===== config.mk =====
export PLATFORM = sky130hd
export DESIGN_NAME = central_gravity_euler_step_flat
export DESIGN_NICKNAME = d
export VERILOG_FILES = /design/src/sv/cges_pkg.sv /design/src/sv/cges_req_if.sv /design/src/sv/cges_rsp_if.sv /design/src/sv/central_gravity_euler_step.sv /design/src/sv/cges_dp.sv /design/src/sv/cges_ctrl.sv /design/src/flat_wrapper.sv
export SDC_FILE = /design/constraint.sdc
export NUM_CORES = 2
export LEC_CHECK = 0
export BUFFER_PORTS_ARGS = -buffer_cell sky130_fd_sc_hd__buf_2
export CAP_MARGIN = 20
export CORE_MARGIN = 2
export CORE_UTILIZATION = 68
export CTS_CLUSTER_DIAMETER = 80
export CTS_CLUSTER_SIZE = 20
export DETAILED_ROUTE_END_ITERATION = 7
export PLACE_DENSITY = 0.83
export SYNTH_ARGS = -nofsm -noshare
export SYNTH_HDL_FRONTEND = slang
export SYNTH_SLANG_ARGS = --single-unit
export TNS_END_PERCENT = 1

===== constraint.sdc =====
create_clock -name clock -period 44.1 [get_ports clock]
set_input_delay 8.82 -clock clock [delete_from_list [all_inputs] [get_ports clock]]
set_output_delay 8.82 -clock clock [all_outputs]
set_load 0.005 [all_outputs]

===== src/sv/cges_pkg.sv =====
// package for the central gravity euler step block
// holds widths, reset values, command and state types shared by all modules
// no dependencies

package cges_pkg;

   localparam int DATA_W   = 32;
   localparam int STEP_W   = 24;
   localparam int STR_W    = 16;
   localparam int CSR_IDX_W = 2;

   // register indexes on the csr port
   localparam logic [CSR_IDX_W-1:0] CSR_SOURCE_X        = 2'd0;
   localparam logic [CSR_IDX_W-1:0] CSR_SOURCE_Y        = 2'd1;
   localparam logic [CSR_IDX_W-1:0] CSR_SOURCE_STRENGTH = 2'd2;

   // item operation codes
   localparam logic OPER_STEP = 1'b0;
   localparam logic OPER_LOAD = 1'b1;

   // reset values
   localparam logic signed [DATA_W-1:0] RST_SOURCE_X   = 32'sd52428800;
   localparam logic signed [DATA_W-1:0] RST_SOURCE_Y   = 32'sd32768000;
   localparam logic [STR_W-1:0]         RST_STRENGTH   = 16'd6500;
   localparam logic signed [DATA_W-1:0] RST_POS_X      = 32'sd65536000;
   localparam logic signed [DATA_W-1:0] RST_POS_Y      = 32'sd32768000;
   localparam logic signed [DATA_W-1:0] RST_VEL_X      = 32'sd0;
   localparam logic signed [DATA_W-1:0] RST_VEL_Y      = -32'sd373613;

   // iteration counts (loaded as count minus one)
   localparam logic [5:0] SQRT_ITERS_M1 = 6'd31;
   localparam logic [5:0] Q1_ITERS_M1   = 6'd47;
   localparam logic [5:0] MAG_ITERS_M1  = 6'd63;
   localparam logic [5:0] U_ITERS_M1    = 6'd48;

   typedef enum logic [4:0] {
      OP_NONE,
      OP_LOAD,
      OP_START,
      OP_SQ_X,
      OP_SQ_Y,
      OP_SQRT_INIT,
      OP_SQRT_STEP,
      OP_ROOT,
      OP_Q1_INIT,
      OP_DIV_STEP,
      OP_MAG_INIT,
      OP_MAG_SAT,
      OP_U_INIT,
      OP_MUL_LO,
      OP_MUL_HI,
      OP_ACC_SAT,
      OP_VEL_MUL,
      OP_VEL_UPD,
      OP_POS_MUL,
      OP_POS_UPD,
      OP_OUT
   } dp_op_type;

   typedef struct packed {
      dp_op_type op;
      logic      axis;
      logic      singular;
   } dp_cmd_type;

   typedef struct packed {
      logic r_zero;
      logic out_free;
   } dp_status_type;

   typedef enum logic [4:0] {
      S_IDLE,
      S_SQ_X,
      S_SQ_Y,
      S_SQRT_INIT,
      S_SQRT,
      S_ROOT,
      S_CHECK,
      S_DIV_Q1,
      S_MAG_INIT,
      S_DIV_MAG,
      S_MAG_SAT,
      S_U_INIT,
      S_DIV_U,
      S_MUL_LO,
      S_MUL_HI,
      S_ACC_SAT,
      S_VEL_MUL,
      S_VEL_UPD,
      S_POS_MUL,
      S_POS_UPD,
      S_DONE
   } ctrl_state_type;

endpackage


===== src/sv/cges_req_if.sv =====
// request channel interface: valid/ready and the item payload
// depends on cges_pkg

interface cges_req_if;
   logic                                valid;
   logic                                ready;
   logic                                operation;
   logic [cges_pkg::STEP_W-1:0]         time_step;
   logic signed [cges_pkg::DATA_W-1:0]  load_pos_x;
   logic signed [cges_pkg::DATA_W-1:0]  load_pos_y;
   logic signed [cges_pkg::DATA_W-1:0]  load_vel_x;
   logic signed [cges_pkg::DATA_W-1:0]  load_vel_y;

   modport source (output valid, operation, time_step, load_pos_x, load_pos_y,
                   load_vel_x, load_vel_y, input ready);
   modport sink (input valid, operation, time_step, load_pos_x, load_pos_y,
                 load_vel_x, load_vel_y, output ready);
endinterface


===== src/sv/cges_rsp_if.sv =====
// response channel interface: valid/ready and the result payload
// depends on cges_pkg

interface cges_rsp_if;
   logic                                valid;
   logic                                ready;
   logic signed [cges_pkg::DATA_W-1:0]  out_pos_x;
   logic signed [cges_pkg::DATA_W-1:0]  out_pos_y;
   logic signed [cges_pkg::DATA_W-1:0]  out_vel_x;
   logic signed [cges_pkg::DATA_W-1:0]  out_vel_y;
   logic                                singular;

   modport source (output valid, out_pos_x, out_pos_y, out_vel_x, out_vel_y, singular,
                   input ready);
   modport sink (input valid, out_pos_x, out_pos_y, out_vel_x, out_vel_y, singular,
                 output ready);
endinterface


===== src/sv/central_gravity_euler_step.sv =====
// one particle under inverse-square gravity, semi-implicit euler step
// top level: joins cges_ctrl and cges_dp; depends on cges_pkg and the channel interfaces
//
// usage:
//   req_bus carries items: operation 0 steps by time_step, operation 1 loads
//   position and velocity. rsp_bus carries one result per item: the state after
//   the item and the singular flag. a transfer happens when valid and ready are high.
//   csr_we/csr_index/csr_wdata write source_x (0), source_y (1), source_strength (2);
//   write only while no item is in flight.
// sequencing:
//   a load item passes from the transfer through the done state into the result
//   register; the next item can be taken once the sequencer is back in idle.
//   a step item runs a bit-serial square root, then four one-bit-per-cycle
//   divisions on the one shared divider, plus short multiply and update steps;
//   when the distance is zero the divisions and updates are skipped, the square
//   root still runs.
//   one item is worked on at a time; req ready is high only when the sequencer
//   is free.
// reset: particle state and source registers return to their default values,
//   the result register empties.
// stall: a held result stays on rsp_bus; the next item can be taken meanwhile
//   and its result waits in the sequencer until the register frees.

module central_gravity_euler_step (
   input  logic                               clock,
   input  logic                               reset,
   input  logic                               csr_we,
   input  logic [cges_pkg::CSR_IDX_W-1:0]     csr_index,
   input  logic [cges_pkg::DATA_W-1:0]        csr_wdata,
   cges_req_if.sink                           req_bus,
   cges_rsp_if.source                         rsp_bus
);

   cges_pkg::dp_cmd_type    cmd;
   cges_pkg::dp_status_type status;
   logic                    req_ready;

   // sequencer
   cges_ctrl u_ctrl (
      .clock         (clock),
      .reset         (reset),
      .req_valid     (req_bus.valid),
      .req_operation (req_bus.operation),
      .req_ready     (req_ready),
      .status        (status),
      .cmd           (cmd)
   );

   assign req_bus.ready = req_ready;

   // arithmetic and state
   cges_dp u_dp (
      .clock         (clock),
      .reset         (reset),
      .csr_we        (csr_we),
      .csr_index     (csr_index),
      .csr_wdata     (csr_wdata),
      .in_time_step  (req_bus.time_step),
      .in_load_pos_x (req_bus.load_pos_x),
      .in_load_pos_y (req_bus.load_pos_y),
      .in_load_vel_x (req_bus.load_vel_x),
      .in_load_vel_y (req_bus.load_vel_y),
      .cmd           (cmd),
      .status        (status),
      .rsp           (rsp_bus)
   );

endmodule


===== src/sv/cges_dp.sv =====
// datapath: config registers, particle state, shared multiplier,
// bit-serial square root and divider, output register
// depends on cges_pkg and cges_rsp_if

module cges_dp (
   input  logic                                 clock,
   input  logic                                 reset,
   input  logic                                 csr_we,
   input  logic [cges_pkg::CSR_IDX_W-1:0]       csr_index,
   input  logic [cges_pkg::DATA_W-1:0]          csr_wdata,
   input  logic [cges_pkg::STEP_W-1:0]          in_time_step,
   input  logic signed [cges_pkg::DATA_W-1:0]   in_load_pos_x,
   input  logic signed [cges_pkg::DATA_W-1:0]   in_load_pos_y,
   input  logic signed [cges_pkg::DATA_W-1:0]   in_load_vel_x,
   input  logic signed [cges_pkg::DATA_W-1:0]   in_load_vel_y,
   input  cges_pkg::dp_cmd_type                 cmd,
   output cges_pkg::dp_status_type              status,
   cges_rsp_if.source                           rsp
);

   // config and particle state
   logic signed [31:0] src_x_ff, src_y_ff;
   logic [15:0]        strength_ff;
   logic signed [31:0] pos_x_ff, pos_y_ff, vel_x_ff, vel_y_ff;

   // working registers
   logic [23:0] t_ff;
   logic [32:0] mx_ff, my_ff;
   logic        neg_x_ff, neg_y_ff, half_ff;
   logic [63:0] acc_ff;
   logic [31:0] root_ff;
   logic [33:0] srem_ff;
   logic [32:0] r_ff;
   logic [63:0] dvd_ff;
   logic [32:0] drem_ff;
   logic [45:0] mag_ff;
   logic [31:0] am_ff;

   // output register
   logic               out_valid_ff;
   logic signed [31:0] out_pos_x_ff, out_pos_y_ff, out_vel_x_ff, out_vel_y_ff;
   logic               out_sing_ff;

   // saturate a 34-bit signed sum to 32 bits
   function automatic logic [31:0] sat34(input logic [33:0] s);
      logic [31:0] r;
      if (!s[33] && (s[32] || s[31])) begin
         r = 32'h7FFF_FFFF;
      end else if (s[33] && !(s[32] && s[31])) begin
         r = 32'h8000_0000;
      end else begin
         r = s[31:0];
      end
      return r;
   endfunction

   // offsets to the source
   logic [32:0] dx, dy, ax_mag, ay_mag;
   assign dx = {src_x_ff[31], src_x_ff} - {pos_x_ff[31], pos_x_ff};
   assign dy = {src_y_ff[31], src_y_ff} - {pos_y_ff[31], pos_y_ff};
   assign ax_mag = dx[32] ? (33'd0 - dx) : dx;
   assign ay_mag = dy[32] ? (33'd0 - dy) : dy;

   // per-axis selection
   logic [32:0]        cur_m;
   logic               cur_neg;
   logic signed [31:0] cur_v, cur_p;
   assign cur_m   = cmd.axis ? my_ff : mx_ff;
   assign cur_neg = cmd.axis ? neg_y_ff : neg_x_ff;
   assign cur_v   = cmd.axis ? vel_y_ff : vel_x_ff;
   assign cur_p   = cmd.axis ? pos_y_ff : pos_x_ff;

   // shared 32x32 multiplier
   logic [31:0] mul_a, mul_b;
   logic [63:0] prod;
   always_comb begin
      case (cmd.op)
         cges_pkg::OP_SQ_X: begin
            mul_a = half_ff ? mx_ff[32:1] : mx_ff[31:0];
            mul_b = mul_a;
         end
         cges_pkg::OP_SQ_Y: begin
            mul_a = half_ff ? my_ff[32:1] : my_ff[31:0];
            mul_b = mul_a;
         end
         cges_pkg::OP_MUL_LO: begin
            mul_a = mag_ff[31:0];
            mul_b = dvd_ff[31:0];
         end
         cges_pkg::OP_MUL_HI: begin
            mul_a = {18'd0, mag_ff[45:32]};
            mul_b = dvd_ff[31:0];
         end
         cges_pkg::OP_VEL_MUL: begin
            mul_a = am_ff;
            mul_b = {8'd0, t_ff};
         end
         cges_pkg::OP_POS_MUL: begin
            mul_a = cur_v[31] ? (32'd0 - cur_v) : cur_v;
            mul_b = {8'd0, t_ff};
         end
         default: begin
            mul_a = '0;
            mul_b = '0;
         end
      endcase
   end
   assign prod = mul_a * mul_b;

   // square root step (two radicand bits per cycle)
   logic [35:0] sq_rem_t, sq_trial;
   logic        sq_take;
   assign sq_rem_t = {srem_ff, acc_ff[63:62]};
   assign sq_trial = {2'b00, root_ff, 2'b01};
   assign sq_take  = (sq_rem_t >= sq_trial);

   // restoring divide step (one quotient bit per cycle)
   logic [33:0] dv_rem_t, dv_diff;
   logic        dv_take;
   assign dv_rem_t = {drem_ff, dvd_ff[63]};
   assign dv_diff  = dv_rem_t - {1'b0, r_ff};
   assign dv_take  = (dv_rem_t >= {1'b0, r_ff});

   // acceleration magnitude saturation
   logic [47:0] a48;
   assign a48 = acc_ff[63:16];

   // signed update of velocity or position by the scaled delta
   logic [31:0] delta;
   logic        upd_neg;
   logic [33:0] upd_sum;
   logic [31:0] upd_sat;
   assign delta   = acc_ff[55:24];
   assign upd_neg = (cmd.op == cges_pkg::OP_VEL_UPD) ? cur_neg : cur_v[31];
   always_comb begin
      if (cmd.op == cges_pkg::OP_VEL_UPD) begin
         upd_sum = {{2{cur_v[31]}}, cur_v};
      end else begin
         upd_sum = {{2{cur_p[31]}}, cur_p};
      end
      if (upd_neg) begin
         upd_sum = upd_sum - {2'b00, delta};
      end else begin
         upd_sum = upd_sum + {2'b00, delta};
      end
      upd_sat = sat34(upd_sum);
   end

   // config registers
   always_ff @(posedge clock) begin
      if (reset) begin
         src_x_ff    <= cges_pkg::RST_SOURCE_X;
         src_y_ff    <= cges_pkg::RST_SOURCE_Y;
         strength_ff <= cges_pkg::RST_STRENGTH;
      end else if (csr_we) begin
         case (csr_index)
            cges_pkg::CSR_SOURCE_X:        src_x_ff    <= csr_wdata;
            cges_pkg::CSR_SOURCE_Y:        src_y_ff    <= csr_wdata;
            cges_pkg::CSR_SOURCE_STRENGTH: strength_ff <= csr_wdata[15:0];
            default: ;
         endcase
      end
   end

   // particle state
   always_ff @(posedge clock) begin
      if (reset) begin
         pos_x_ff <= cges_pkg::RST_POS_X;
         pos_y_ff <= cges_pkg::RST_POS_Y;
         vel_x_ff <= cges_pkg::RST_VEL_X;
         vel_y_ff <= cges_pkg::RST_VEL_Y;
      end else begin
         case (cmd.op)
            cges_pkg::OP_LOAD: begin
               pos_x_ff <= in_load_pos_x;
               pos_y_ff <= in_load_pos_y;
               vel_x_ff <= in_load_vel_x;
               vel_y_ff <= in_load_vel_y;
            end
            cges_pkg::OP_VEL_UPD: begin
               if (cmd.axis) vel_y_ff <= upd_sat;
               else vel_x_ff <= upd_sat;
            end
            cges_pkg::OP_POS_UPD: begin
               if (cmd.axis) pos_y_ff <= upd_sat;
               else pos_x_ff <= upd_sat;
            end
            default: ;
         endcase
      end
   end

   // working registers of the step computation
   always_ff @(posedge clock) begin
      case (cmd.op)
         cges_pkg::OP_START: begin
            t_ff     <= in_time_step;
            mx_ff    <= ax_mag;
            my_ff    <= ay_mag;
            neg_x_ff <= dx[32];
            neg_y_ff <= dy[32];
            half_ff  <= ax_mag[32] | ax_mag[31] | ay_mag[32] | ay_mag[31];
         end
         cges_pkg::OP_SQ_X: acc_ff <= prod;
         cges_pkg::OP_SQ_Y: acc_ff <= acc_ff + prod;
         cges_pkg::OP_SQRT_INIT: begin
            root_ff <= '0;
            srem_ff <= '0;
         end
         cges_pkg::OP_SQRT_STEP: begin
            acc_ff <= {acc_ff[61:0], 2'b00};
            if (sq_take) begin
               srem_ff <= 34'(sq_rem_t - sq_trial);
               root_ff <= {root_ff[30:0], 1'b1};
            end else begin
               srem_ff <= sq_rem_t[33:0];
               root_ff <= {root_ff[30:0], 1'b0};
            end
         end
         cges_pkg::OP_ROOT: r_ff <= half_ff ? {root_ff, 1'b0} : {1'b0, root_ff};
         cges_pkg::OP_Q1_INIT: begin
            dvd_ff  <= {strength_ff, 48'd0};
            drem_ff <= '0;
         end
         cges_pkg::OP_DIV_STEP: begin
            if (dv_take) begin
               drem_ff <= dv_diff[32:0];
               dvd_ff  <= {dvd_ff[62:0], 1'b1};
            end else begin
               drem_ff <= dv_rem_t[32:0];
               dvd_ff  <= {dvd_ff[62:0], 1'b0};
            end
         end
         cges_pkg::OP_MAG_INIT: begin
            dvd_ff  <= {dvd_ff[47:0], 16'd0};
            drem_ff <= '0;
         end
         cges_pkg::OP_MAG_SAT: begin
            if (dvd_ff > 64'h0000_2000_0000_0000) mag_ff <= 46'h2000_0000_0000;
            else mag_ff <= dvd_ff[45:0];
         end
         cges_pkg::OP_U_INIT: begin
            dvd_ff  <= {cur_m, 31'd0};
            drem_ff <= '0;
         end
         cges_pkg::OP_MUL_LO: acc_ff <= prod;
         cges_pkg::OP_MUL_HI: acc_ff <= acc_ff + {prod[31:0], 32'd0};
         cges_pkg::OP_ACC_SAT: begin
            if (cur_neg) begin
               am_ff <= (a48 > 48'h0000_8000_0000) ? 32'h8000_0000 : a48[31:0];
            end else begin
               am_ff <= (a48 > 48'h0000_7FFF_FFFF) ? 32'h7FFF_FFFF : a48[31:0];
            end
         end
         cges_pkg::OP_VEL_MUL: acc_ff <= prod;
         cges_pkg::OP_POS_MUL: acc_ff <= prod;
         default: ;
      endcase
   end

   // output register, refilled while the receiver takes the old transfer
   always_ff @(posedge clock) begin
      if (reset) begin
         out_valid_ff <= 1'b0;
      end else if (cmd.op == cges_pkg::OP_OUT) begin
         out_valid_ff <= 1'b1;
      end else if (rsp.ready) begin
         out_valid_ff <= 1'b0;
      end
   end

   always_ff @(posedge clock) begin
      if (cmd.op == cges_pkg::OP_OUT) begin
         out_pos_x_ff <= pos_x_ff;
         out_pos_y_ff <= pos_y_ff;
         out_vel_x_ff <= vel_x_ff;
         out_vel_y_ff <= vel_y_ff;
         out_sing_ff  <= cmd.singular;
      end
   end

   assign rsp.valid     = out_valid_ff;
   assign rsp.out_pos_x = out_pos_x_ff;
   assign rsp.out_pos_y = out_pos_y_ff;
   assign rsp.out_vel_x = out_vel_x_ff;
   assign rsp.out_vel_y = out_vel_y_ff;
   assign rsp.singular  = out_sing_ff;

   assign status.r_zero   = (r_ff == 33'd0);
   assign status.out_free = !out_valid_ff || rsp.ready;

   // output never overwritten while a transfer is pending
   a_out_no_overwrite: assert property (@(posedge clock) disable iff (reset)
      (cmd.op == cges_pkg::OP_OUT) |-> (!out_valid_ff || rsp.ready))
      else $error("output register overwritten while pending");

   // a divide step never sees a zero divisor
   a_div_nonzero: assert property (@(posedge clock) disable iff (reset)
      (cmd.op == cges_pkg::OP_DIV_STEP) |-> (r_ff != 33'd0))
      else $error("divide step with zero divisor");

   // the remainder of the divider stays below the divisor
   a_div_rem: assert property (@(posedge clock) disable iff (reset)
      ($past(cmd.op) == cges_pkg::OP_DIV_STEP) |-> ({1'b0, drem_ff} < {1'b0, r_ff}))
      else $error("divider remainder out of range");

endmodule


===== src/sv/cges_ctrl.sv =====
// controller: sequences one item through the datapath
// depends on cges_pkg

module cges_ctrl (
   input  logic                     clock,
   input  logic                     reset,
   input  logic                     req_valid,
   input  logic                     req_operation,
   output logic                     req_ready,
   input  cges_pkg::dp_status_type  status,
   output cges_pkg::dp_cmd_type     cmd
);

   cges_pkg::ctrl_state_type state_ff, state_in;
   logic [5:0] cnt_ff, cnt_in;
   logic       axis_ff, axis_in;
   logic       sing_ff, sing_in;

   always_ff @(posedge clock) begin
      if (reset) begin
         state_ff <= cges_pkg::S_IDLE;
         cnt_ff   <= '0;
         axis_ff  <= 1'b0;
         sing_ff  <= 1'b0;
      end else begin
         state_ff <= state_in;
         cnt_ff   <= cnt_in;
         axis_ff  <= axis_in;
         sing_ff  <= sing_in;
      end
   end

   // next state and commands
   always_comb begin
      state_in     = state_ff;
      cnt_in       = cnt_ff;
      axis_in      = axis_ff;
      sing_in      = sing_ff;
      req_ready    = 1'b0;
      cmd.op       = cges_pkg::OP_NONE;
      cmd.axis     = axis_ff;
      cmd.singular = sing_ff;
      case (state_ff)
         cges_pkg::S_IDLE: begin
            req_ready = 1'b1;
            if (req_valid) begin
               sing_in = 1'b0;
               axis_in = 1'b0;
               if (req_operation == cges_pkg::OPER_LOAD) begin
                  cmd.op   = cges_pkg::OP_LOAD;
                  state_in = cges_pkg::S_DONE;
               end else begin
                  cmd.op   = cges_pkg::OP_START;
                  state_in = cges_pkg::S_SQ_X;
               end
            end
         end
         cges_pkg::S_SQ_X: begin
            cmd.op   = cges_pkg::OP_SQ_X;
            state_in = cges_pkg::S_SQ_Y;
         end
         cges_pkg::S_SQ_Y: begin
            cmd.op   = cges_pkg::OP_SQ_Y;
            state_in = cges_pkg::S_SQRT_INIT;
         end
         cges_pkg::S_SQRT_INIT: begin
            cmd.op   = cges_pkg::OP_SQRT_INIT;
            cnt_in   = cges_pkg::SQRT_ITERS_M1;
            state_in = cges_pkg::S_SQRT;
         end
         cges_pkg::S_SQRT: begin
            cmd.op = cges_pkg::OP_SQRT_STEP;
            cnt_in = cnt_ff - 6'd1;
            if (cnt_ff == 6'd0) state_in = cges_pkg::S_ROOT;
         end
         cges_pkg::S_ROOT: begin
            cmd.op   = cges_pkg::OP_ROOT;
            state_in = cges_pkg::S_CHECK;
         end
         cges_pkg::S_CHECK: begin
            if (status.r_zero) begin
               sing_in  = 1'b1;
               state_in = cges_pkg::S_DONE;
            end else begin
               cmd.op   = cges_pkg::OP_Q1_INIT;
               cnt_in   = cges_pkg::Q1_ITERS_M1;
               state_in = cges_pkg::S_DIV_Q1;
            end
         end
         cges_pkg::S_DIV_Q1: begin
            cmd.op = cges_pkg::OP_DIV_STEP;
            cnt_in = cnt_ff - 6'd1;
            if (cnt_ff == 6'd0) state_in = cges_pkg::S_MAG_INIT;
         end
         cges_pkg::S_MAG_INIT: begin
            cmd.op   = cges_pkg::OP_MAG_INIT;
            cnt_in   = cges_pkg::MAG_ITERS_M1;
            state_in = cges_pkg::S_DIV_MAG;
         end
         cges_pkg::S_DIV_MAG: begin
            cmd.op = cges_pkg::OP_DIV_STEP;
            cnt_in = cnt_ff - 6'd1;
            if (cnt_ff == 6'd0) state_in = cges_pkg::S_MAG_SAT;
         end
         cges_pkg::S_MAG_SAT: begin
            cmd.op   = cges_pkg::OP_MAG_SAT;
            state_in = cges_pkg::S_U_INIT;
         end
         cges_pkg::S_U_INIT: begin
            cmd.op   = cges_pkg::OP_U_INIT;
            cnt_in   = cges_pkg::U_ITERS_M1;
            state_in = cges_pkg::S_DIV_U;
         end
         cges_pkg::S_DIV_U: begin
            cmd.op = cges_pkg::OP_DIV_STEP;
            cnt_in = cnt_ff - 6'd1;
            if (cnt_ff == 6'd0) state_in = cges_pkg::S_MUL_LO;
         end
         cges_pkg::S_MUL_LO: begin
            cmd.op   = cges_pkg::OP_MUL_LO;
            state_in = cges_pkg::S_MUL_HI;
         end
         cges_pkg::S_MUL_HI: begin
            cmd.op   = cges_pkg::OP_MUL_HI;
            state_in = cges_pkg::S_ACC_SAT;
         end
         cges_pkg::S_ACC_SAT: begin
            cmd.op   = cges_pkg::OP_ACC_SAT;
            state_in = cges_pkg::S_VEL_MUL;
         end
         cges_pkg::S_VEL_MUL: begin
            cmd.op   = cges_pkg::OP_VEL_MUL;
            state_in = cges_pkg::S_VEL_UPD;
         end
         cges_pkg::S_VEL_UPD: begin
            cmd.op   = cges_pkg::OP_VEL_UPD;
            state_in = cges_pkg::S_POS_MUL;
         end
         cges_pkg::S_POS_MUL: begin
            cmd.op   = cges_pkg::OP_POS_MUL;
            state_in = cges_pkg::S_POS_UPD;
         end
         cges_pkg::S_POS_UPD: begin
            cmd.op = cges_pkg::OP_POS_UPD;
            if (axis_ff) begin
               state_in = cges_pkg::S_DONE;
            end else begin
               axis_in  = 1'b1;
               state_in = cges_pkg::S_U_INIT;
            end
         end
         cges_pkg::S_DONE: begin
            if (status.out_free) begin
               cmd.op   = cges_pkg::OP_OUT;
               state_in = cges_pkg::S_IDLE;
            end
         end
         default: state_in = cges_pkg::S_IDLE;
      endcase
   end

   // a load transfer goes straight to the result
   a_load_done: assert property (@(posedge clock) disable iff (reset)
      (state_ff == cges_pkg::S_IDLE && req_valid && req_operation == cges_pkg::OPER_LOAD)
      |=> (state_ff == cges_pkg::S_DONE && !sing_ff))
      else $error("load did not go to result");

   // zero distance skips the update and flags singular
   a_singular: assert property (@(posedge clock) disable iff (reset)
      (state_ff == cges_pkg::S_CHECK && status.r_zero)
      |=> (state_ff == cges_pkg::S_DONE && sing_ff))
      else $error("singular step not flagged");

   // the second axis always ends the step
   a_axis_end: assert property (@(posedge clock) disable iff (reset)
      (state_ff == cges_pkg::S_POS_UPD && axis_ff) |=> (state_ff == cges_pkg::S_DONE))
      else $error("step did not finish after second axis");

endmodule


===== src/flat_wrapper.sv =====
// flat-port wrapper written by rule: the top's interface ports become plain ports
module central_gravity_euler_step_flat 
  (clock, reset, csr_we, csr_index, csr_wdata, req_bus_valid, req_bus_operation, req_bus_time_step, req_bus_load_pos_x, req_bus_load_pos_y, req_bus_load_vel_x, req_bus_load_vel_y, req_bus_ready, rsp_bus_valid, rsp_bus_out_pos_x, rsp_bus_out_pos_y, rsp_bus_out_vel_x, rsp_bus_out_vel_y, rsp_bus_singular, rsp_bus_ready);
  cges_req_if req_bus_i ();
  cges_rsp_if rsp_bus_i ();
  input  logic clock;
  input  logic reset;
  input  logic csr_we;
  input  logic [cges_pkg::CSR_IDX_W-1:0] csr_index;
  input  logic [cges_pkg::DATA_W-1:0] csr_wdata;
  input wire logic [$bits(req_bus_i.valid)-1:0] req_bus_valid;
  input wire logic [$bits(req_bus_i.operation)-1:0] req_bus_operation;
  input wire logic [$bits(req_bus_i.time_step)-1:0] req_bus_time_step;
  input wire logic [$bits(req_bus_i.load_pos_x)-1:0] req_bus_load_pos_x;
  input wire logic [$bits(req_bus_i.load_pos_y)-1:0] req_bus_load_pos_y;
  input wire logic [$bits(req_bus_i.load_vel_x)-1:0] req_bus_load_vel_x;
  input wire logic [$bits(req_bus_i.load_vel_y)-1:0] req_bus_load_vel_y;
  output wire logic [$bits(req_bus_i.ready)-1:0] req_bus_ready;
  output wire logic [$bits(rsp_bus_i.valid)-1:0] rsp_bus_valid;
  output wire logic [$bits(rsp_bus_i.out_pos_x)-1:0] rsp_bus_out_pos_x;
  output wire logic [$bits(rsp_bus_i.out_pos_y)-1:0] rsp_bus_out_pos_y;
  output wire logic [$bits(rsp_bus_i.out_vel_x)-1:0] rsp_bus_out_vel_x;
  output wire logic [$bits(rsp_bus_i.out_vel_y)-1:0] rsp_bus_out_vel_y;
  output wire logic [$bits(rsp_bus_i.singular)-1:0] rsp_bus_singular;
  input wire logic [$bits(rsp_bus_i.ready)-1:0] rsp_bus_ready;
  assign req_bus_i.valid = req_bus_valid;
  assign req_bus_i.operation = req_bus_operation;
  assign req_bus_i.time_step = req_bus_time_step;
  assign req_bus_i.load_pos_x = req_bus_load_pos_x;
  assign req_bus_i.load_pos_y = req_bus_load_pos_y;
  assign req_bus_i.load_vel_x = req_bus_load_vel_x;
  assign req_bus_i.load_vel_y = req_bus_load_vel_y;
  assign req_bus_ready = req_bus_i.ready;
  assign rsp_bus_valid = rsp_bus_i.valid;
  assign rsp_bus_out_pos_x = rsp_bus_i.out_pos_x;
  assign rsp_bus_out_pos_y = rsp_bus_i.out_pos_y;
  assign rsp_bus_out_vel_x = rsp_bus_i.out_vel_x;
  assign rsp_bus_out_vel_y = rsp_bus_i.out_vel_y;
  assign rsp_bus_singular = rsp_bus_i.singular;
  assign rsp_bus_i.ready = rsp_bus_ready;
  central_gravity_euler_step u_core (.clock(clock), .reset(reset), .csr_we(csr_we), .csr_index(csr_index), .csr_wdata(csr_wdata), .req_bus(req_bus_i), .rsp_bus(rsp_bus_i));
endmodule

### Yosys cells after proc, flatten, opt, wreduce, memory -nomap -nowiden

Cells that the tools add are included.

| storage, ports and cells | value |
|---|---|
| register bits | 782 |
| input bits | 192 |
| output and inout port bits | 131 |
| word-level logic and storage cells | 206 |

| cells by class | value |
|---|---|
| add/sub/neg operators | 12 |
| multiply operators | 1 |
| $lt $le $gt $ge | 5 |
| equality and inequality tests | 54 |
| mux-type cells | 59 |
| bitwise gates (word level) | 3 |
| reductions and logical operators | 39 |

Operators with widths:

| kind | number |
|---|---|
| $pmux W64 S4 | 2 |
| $mux W32 | 13 |
| $pmux W32 S2 | 5 |
| $pmux W32 S6 | 1 |
| $mux W33 | 4 |
| $add A64 B64 Y64 | 2 |
| $pmux W32 S4 | 1 |
| $pmux W5 S21 | 1 |
| $mux W34 | 3 |
| $pmux W5 S19 | 1 |
| $eq A5 B4 Y1 const B | 16 |
| $pmux W34 S2 | 1 |
| $pmux W33 S2 | 1 |
| $sub A1 B33 Y33 const A | 2 |
| $sub A32 B32 Y33 | 2 |
| $gt A64 B46 Y1 const B | 1 |
| $mul A32 B32 Y64 | 1 |
| $eq A5 B5 Y1 const B | 10 |
| $mux W5 | 10 |
| $gt A48 B31 Y1 const B | 1 |
| $gt A48 B32 Y1 const B | 1 |
| $eq A5 B3 Y1 const B | 8 |
| $ge A36 B34 Y1 | 1 |
| $add A34 B32 Y34 | 1 |
| other kinds (35) | 84 |

### Logic depth before layout (Yosys ltp)

| logic depth | value |
|---|---|
| depth in word-level cells | 15 |
| gate-level depth with buffers | 56 |
| gate-level depth less buffers | 49 |

### By module

A second synthesis with hierarchy kept.

| second synthesis, totals | value |
|---|---|
| cells, all modules | 9,303 |
| area, all modules | 83,443.8 um^2 |

Modules (own cells, without submodules):

| module | times used | cells each | area an instance (um^2) | sequential area each (um^2) |
|---|---|---|---|---|
| cges_dp | 1 | 9,140 | 82,192.6 | 21,000.1 |
| cges_ctrl | 1 | 163 | 1,251.2 | 260.2 |

### Worst setup path before layout

Ideal clock, no wire load.

| timing | value |
|---|---|
| kind | input port to flip-flop |
| start | input port req_bus_valid |
| end | register u_core.u_dp.acc_ff[59], data pin |
| setup time | 0.275 ns |
| arrival time | 23.840 ns |
| data required time | 43.825 ns |
| slack | 19.985 ns |
| cell stages on the path | 42 |
| path buffers | 3 |
| path through | nand4_1 nor2_1 a211o_1 buf_2 buf_1 mux2i_1 nor2_1 a211oi_1 clkbuf_1 nor2_1 fa_1 inv_1 fa_1 fa_1 fa_1 inv_1 fa_1 fa_1 [... 6 more ...] nor3b_1 a21oi_1 a21oi_1 o31ai_1 o31ai_1 o31ai_1 xor2_1 ha_1 or2_2 a211oi_1 o21ai_0 o221a_2 a2111o_1 a31oi_1 nor2_1 a221oi_1 xnor2_1 o221ai_1 |

| between the ends | value |
|---|---|
| word-level cells in the longest chain between the ends | 8 |
| elaborated cells between the ends (all ways) | 18 |
| classes of those cells | add/sub: 2; mul: 1; eq/ne: 7; mux: 5; reduce/logical: 3 |

RTL lines:

| element | RTL line | source |
|---|---|---|
| start, declared | flat_wrapper.sv:11 | `input wire logic [$bits(req_bus_i.valid)-1:0] req_bus_valid;` |
| $mux W2 (*) | cges_ctrl.sv:46 | `if (req_valid) begin` |
| $pmux W5 S19 (*) | cges_ctrl.sv:43 | `case (state_ff)` |
| $eq A5 B5 Y1 / $eq A5 B4 Y1 (equally long branches) | cges_dp.sv:77, cges_dp.sv:195 |  |
| $reduce_or A2 Y1 (no line) | n/a |  |
| $pmux W32 S4 | cges_dp.sv:77 | `case (cmd.op)` |
| $mul A32 B32 Y64 | cges_dp.sv:108 | `assign prod = mul_a * mul_b;` |
| $add A64 B64 Y64, on equally long branches | cges_dp.sv:247, cges_dp.sv:205 |  |
| $pmux W64 S4 (*) | cges_dp.sv:195 | `case (cmd.op)` |
| end signal, assigned | cges_dp.sv:246 | `cges_pkg::OP_MUL_LO: acc_ff <= prod;` |
| end signal, assigned | cges_dp.sv:247 | `cges_pkg::OP_MUL_HI: acc_ff <= acc_ff + {prod[31:0], 32'd0};` |
| end signal, assigned | cges_dp.sv:255 | `cges_pkg::OP_VEL_MUL: acc_ff <= prod;` |
| end, declared | cges_dp.sv:30 | `logic [63:0] acc_ff;` |

Mark *: on every way between the ends. The rest lies on a longest branch, timed or not.
A chain may end at the register's enable or synchronous reset.

### Worst setup path after layout

| timing | value |
|---|---|
| start | input port req_bus_valid |
| end | register u_core.u_dp.acc_ff[56], data pin |

The elaborated chain is that of the path after synthesis.

==> run summary <==
The flow ran to the end, but the final reports show violations. The final reports fail on DRC. Counting the fill cells in the layout gives 9008. The tools report the endpoint of the most critical register-to-register path as u_core.u_dp.acc_ff[56]. The die is 355 um wide. In this run, synthesis produced a sequential element count of 782.

The CTS H-tree depth was 2. The finished layout holds 11100 standard cells, fillers aside. Counting stages on the worst path, the most repeated cell is sky130_fd_sc_hd__fa_1.

The cell count after synthesis was 9315. The critical path startpoint category is a primary input. In the final timing run, aggregate negative setup slack is 0 ns. The post-synthesis cell type with the largest combined area was sky130_fd_sc_hd__fa_1.

The tools report the area used by multi-input combinational logic as 0.0568 mm2. The tools report the signal arrival time at the worst endpoint as 24.84 ns. The slowest stage of the critical path is the sky130_fd_sc_hd__and3_1 cell.

The final-report hold violation count is 0, and the total wirelength of the detailed-routed design is 314000 um. The post-route minimum period is 24.26 ns. CTS placed an instance of sky130_fd_sc_hd__clkbuf_16 at the clock tree root. The headroom to the max-slew limit is 0.136. Among all flip-flop cells after synthesis, the most frequent one is sky130_fd_sc_hd__edfxtp_1. Ratio of cells with drive above 1 in the final layout: 0.0791. The count of instances resized after the clock tree is built was 0; the instance count after placement with tap cells included was 10900.

Final-report setup violation count: 0. On the final layout, the worst clock skew is 0.0694 ns. The tools report the element type at the critical path end as a flip-flop.

The maximum buffer depth of the clock tree came out at 3. The required time reported for the critical path endpoint was 44.68 ns. The initial antenna violation count was 25; the clock slew at the register clock pins of the worst setup and hold paths was 0.08 ns.

The share of synthesized registers carrying an async set or reset is 0. The overall via count from detail_route was 75700. Worst hold path cell count: 0. TritonCTS built the clock tree. For the worst-skew pair, the clock arrives at the later sink with an insertion delay of 0.74 ns. For hold timing, the worst endpoint is u_core.u_dp.rsp.out_pos_x[3]. At the pin with the least slew margin, the transition time is 1.29 ns. Share of the clock period used by the worst path: 0.550. Hold repair after CTS inserted 0 buffers. The clock drives 782 sinks.

The first global-routing pass estimated 463000 um of wire. The count of buffer and inverter cells on the critical path came out at 6. The layout overhead on the synthesized area is 6.55%. The wire length per cell after detailed routing was 28.4 um; the net count reported at finish was 11000. In this run the standard cell core region covers 0.122 mm2. The final worst hold slack was 0.447 ns; the number of buffers inserted by port buffering was 322.

The die extent in y works out to 355 um. The first detailed-routing pass ran for 8 iterations. The logs give 128 for the cell row count and 41.2 MHz for the highest achievable clock rate. Average cell area after synthesis: 9.01 um2. The logs give 0.0213 mm2 for the area taken by flip-flops and latches and 11300 for the number of DRC violations after detailed-routing iteration 0. The number of pins with negative max-slew slack in the final report was 0.

By area the synthesized netlist is led by sky130_fd_sc_hd__fa_1 (22%), sky130_fd_sc_hd__edfxtp_1 (20%), sky130_fd_sc_hd__ha_1 (8.0%). The synthesized netlist occupies a cell area of 0.0840 mm2. The total clock buffers created by CTS is 56. The number of distinct library cells after synthesis is 107.

By instance count, the leading cell after synthesis is sky130_fd_sc_hd__inv_1. The via density per instance works out to 6.84. Proportion of netlist area held by the largest area contributor: 0.215.

By count the netlist is led by sky130_fd_sc_hd__inv_1 (1192), sky130_fd_sc_hd__nand2_1 (1036), sky130_fd_sc_hd__nor2_1 (1032). The depth of the most critical reg-to-reg path is 42, and the number of global-route vias before repair is 73900. In the routed design, unresolved DRC markers number 27. Once the clock tree was built, the setup fixing pass inserted 0 buffers. For the count of warnings emitted by yosys, the log shows 0.

The min-delay analysis places its worst path in the category flip-flop to flip-flop. The worst hold path begins at u_core.u_dp.pos_x_ff[3]. Counting flops with a built-in enable in the synthesized netlist gives 560. Combined global-route utilization of all metal layers: 0.493. Setup repair after global routing left no endpoint under its margin. The die covers 0.126 mm2. Entering global routing, the biggest net connects 104 pins. The number of nets handed over by synthesis was 10900. The largest driver fanout on the critical path is 56, and the sum of net half-perimeters after detailed placement is 241000 um. The tools report the final antenna-violating net count as 0. The critical path is of the primary input to flip-flop type. The delay of the slowest cell on the worst path was 1.00 ns. Pin placement for this block handled 323 I/O pins. The logs give 0.687 for the effective utilization at floorplan and 1.08 for the routability congestion estimate. The sequential-to-total area share from yosys stat came out at 0.253.

Broken down by cell family, the worst path's largest delay share belongs to compound AO/OA/AOI/OAI gates. Global routing finished with a remaining overflow of 0. Across the run, the number of max-cap violations was 0.

In this run the critical register-to-register path is launched from u_core.u_ctrl.state_ff[3]. Across all register-to-register paths, the minimum setup slack is 27.07 ns.
## placed cells by master, fill, tap and decap left out, types with 204 or more instances in the layout
master,n
sky130_fd_sc_hd__inv_1,1191
sky130_fd_sc_hd__nand2_1,1035
sky130_fd_sc_hd__nor2_1,1028
sky130_fd_sc_hd__fa_1,902
sky130_fd_sc_hd__edfxtp_1,560
sky130_fd_sc_hd__ha_1,537
sky130_fd_sc_hd__a21oi_1,527
sky130_fd_sc_hd__o21ai_0,349
sky130_fd_sc_hd__buf_2,321
sky130_fd_sc_hd__dfxtp_1,221
sky130_fd_sc_hd__xnor2_1,204
## metal layers
layer  wire [um]  GRT usage  up-vias  part of all wire
met3       49000      0.187     1420              0.16
met5         267    0.00264        -           0.00085
met1      108000      0.619    36400              0.34
met4       28300      0.349       30             0.090
li1            -          -    31800                 -
met2      128000      0.702     5998              0.41
## how the worst max path moves through the flow
stage                  start                     end  slack [ns]  depth (start not counted)
4_1_cts        req_bus_valid  u_core.u_dp.acc_ff[63]       20.32                         44
3_5_place_dp   req_bus_valid  u_core.u_dp.acc_ff[63]       19.69                         44
5_1_grt        req_bus_valid  u_core.u_dp.acc_ff[63]       19.44                         44
2_1_floorplan  req_bus_valid  u_core.u_dp.acc_ff[59]       19.99                         42
6_report       req_bus_valid  u_core.u_dp.acc_ff[56]       19.84                         42
3_3_place_gp   req_bus_valid  u_core.u_dp.acc_ff[59]       19.95                         44
## cell type report
type | count | share of cell area
diodes | 14 | 0.000392
clock buffers | 80 | 0.0171
clock inverters | 24 | 0.00372
inverters | 1193 | 0.0501
multi-input cells | 6851 | 0.635
flip-flops and latches | 782 | 0.238
well taps | 1625 | 0.0227
repair buffers | 489 | 0.0332
## sequential cells by signal (all words and copies together) (netlist names), 33 cells and up
signal               count
u_core.u_dp.srem_ff     34
u_core.u_dp.acc_ff      64
u_core.u_dp.r_ff        33
u_core.u_dp.mx_ff       33
u_core.u_dp.dvd_ff      64
u_core.u_dp.my_ff       33
u_core.u_dp.mag_ff      46
u_core.u_dp.drem_ff     33
## through the flow
stage | area, um2 | worst slack (ns) | utilization
3_5_place_dp | 87500 | 19.69 | 0.716
6_report | 89500 | 19.84 | 0.732
4_1_cts | 89300 | 20.32 | 0.731
3_3_place_gp | 87400 | 19.95 | 0.715
5_1_grt | 89400 | 19.44 | 0.732
2_1_floorplan | 84000 | 19.99 | -
## logic make-up (layout without fill, tap and decap cells)
group	after synthesis	count (layout)	synth area share
simple gates	2886	2886	0.152
compound gates	1932	1932	0.154
buf+inv	1682	1786	0.0757
fa+ha+maj	1439	1439	0.295
flops	782	782	0.253
xor+xnor	376	376	0.0394
mux	218	218	0.0299
other cells	0	14	0
Power is left out: the tool's default activity adds up to more than one toggle a clock period on the data nets, which glitch-free logic cannot reach.
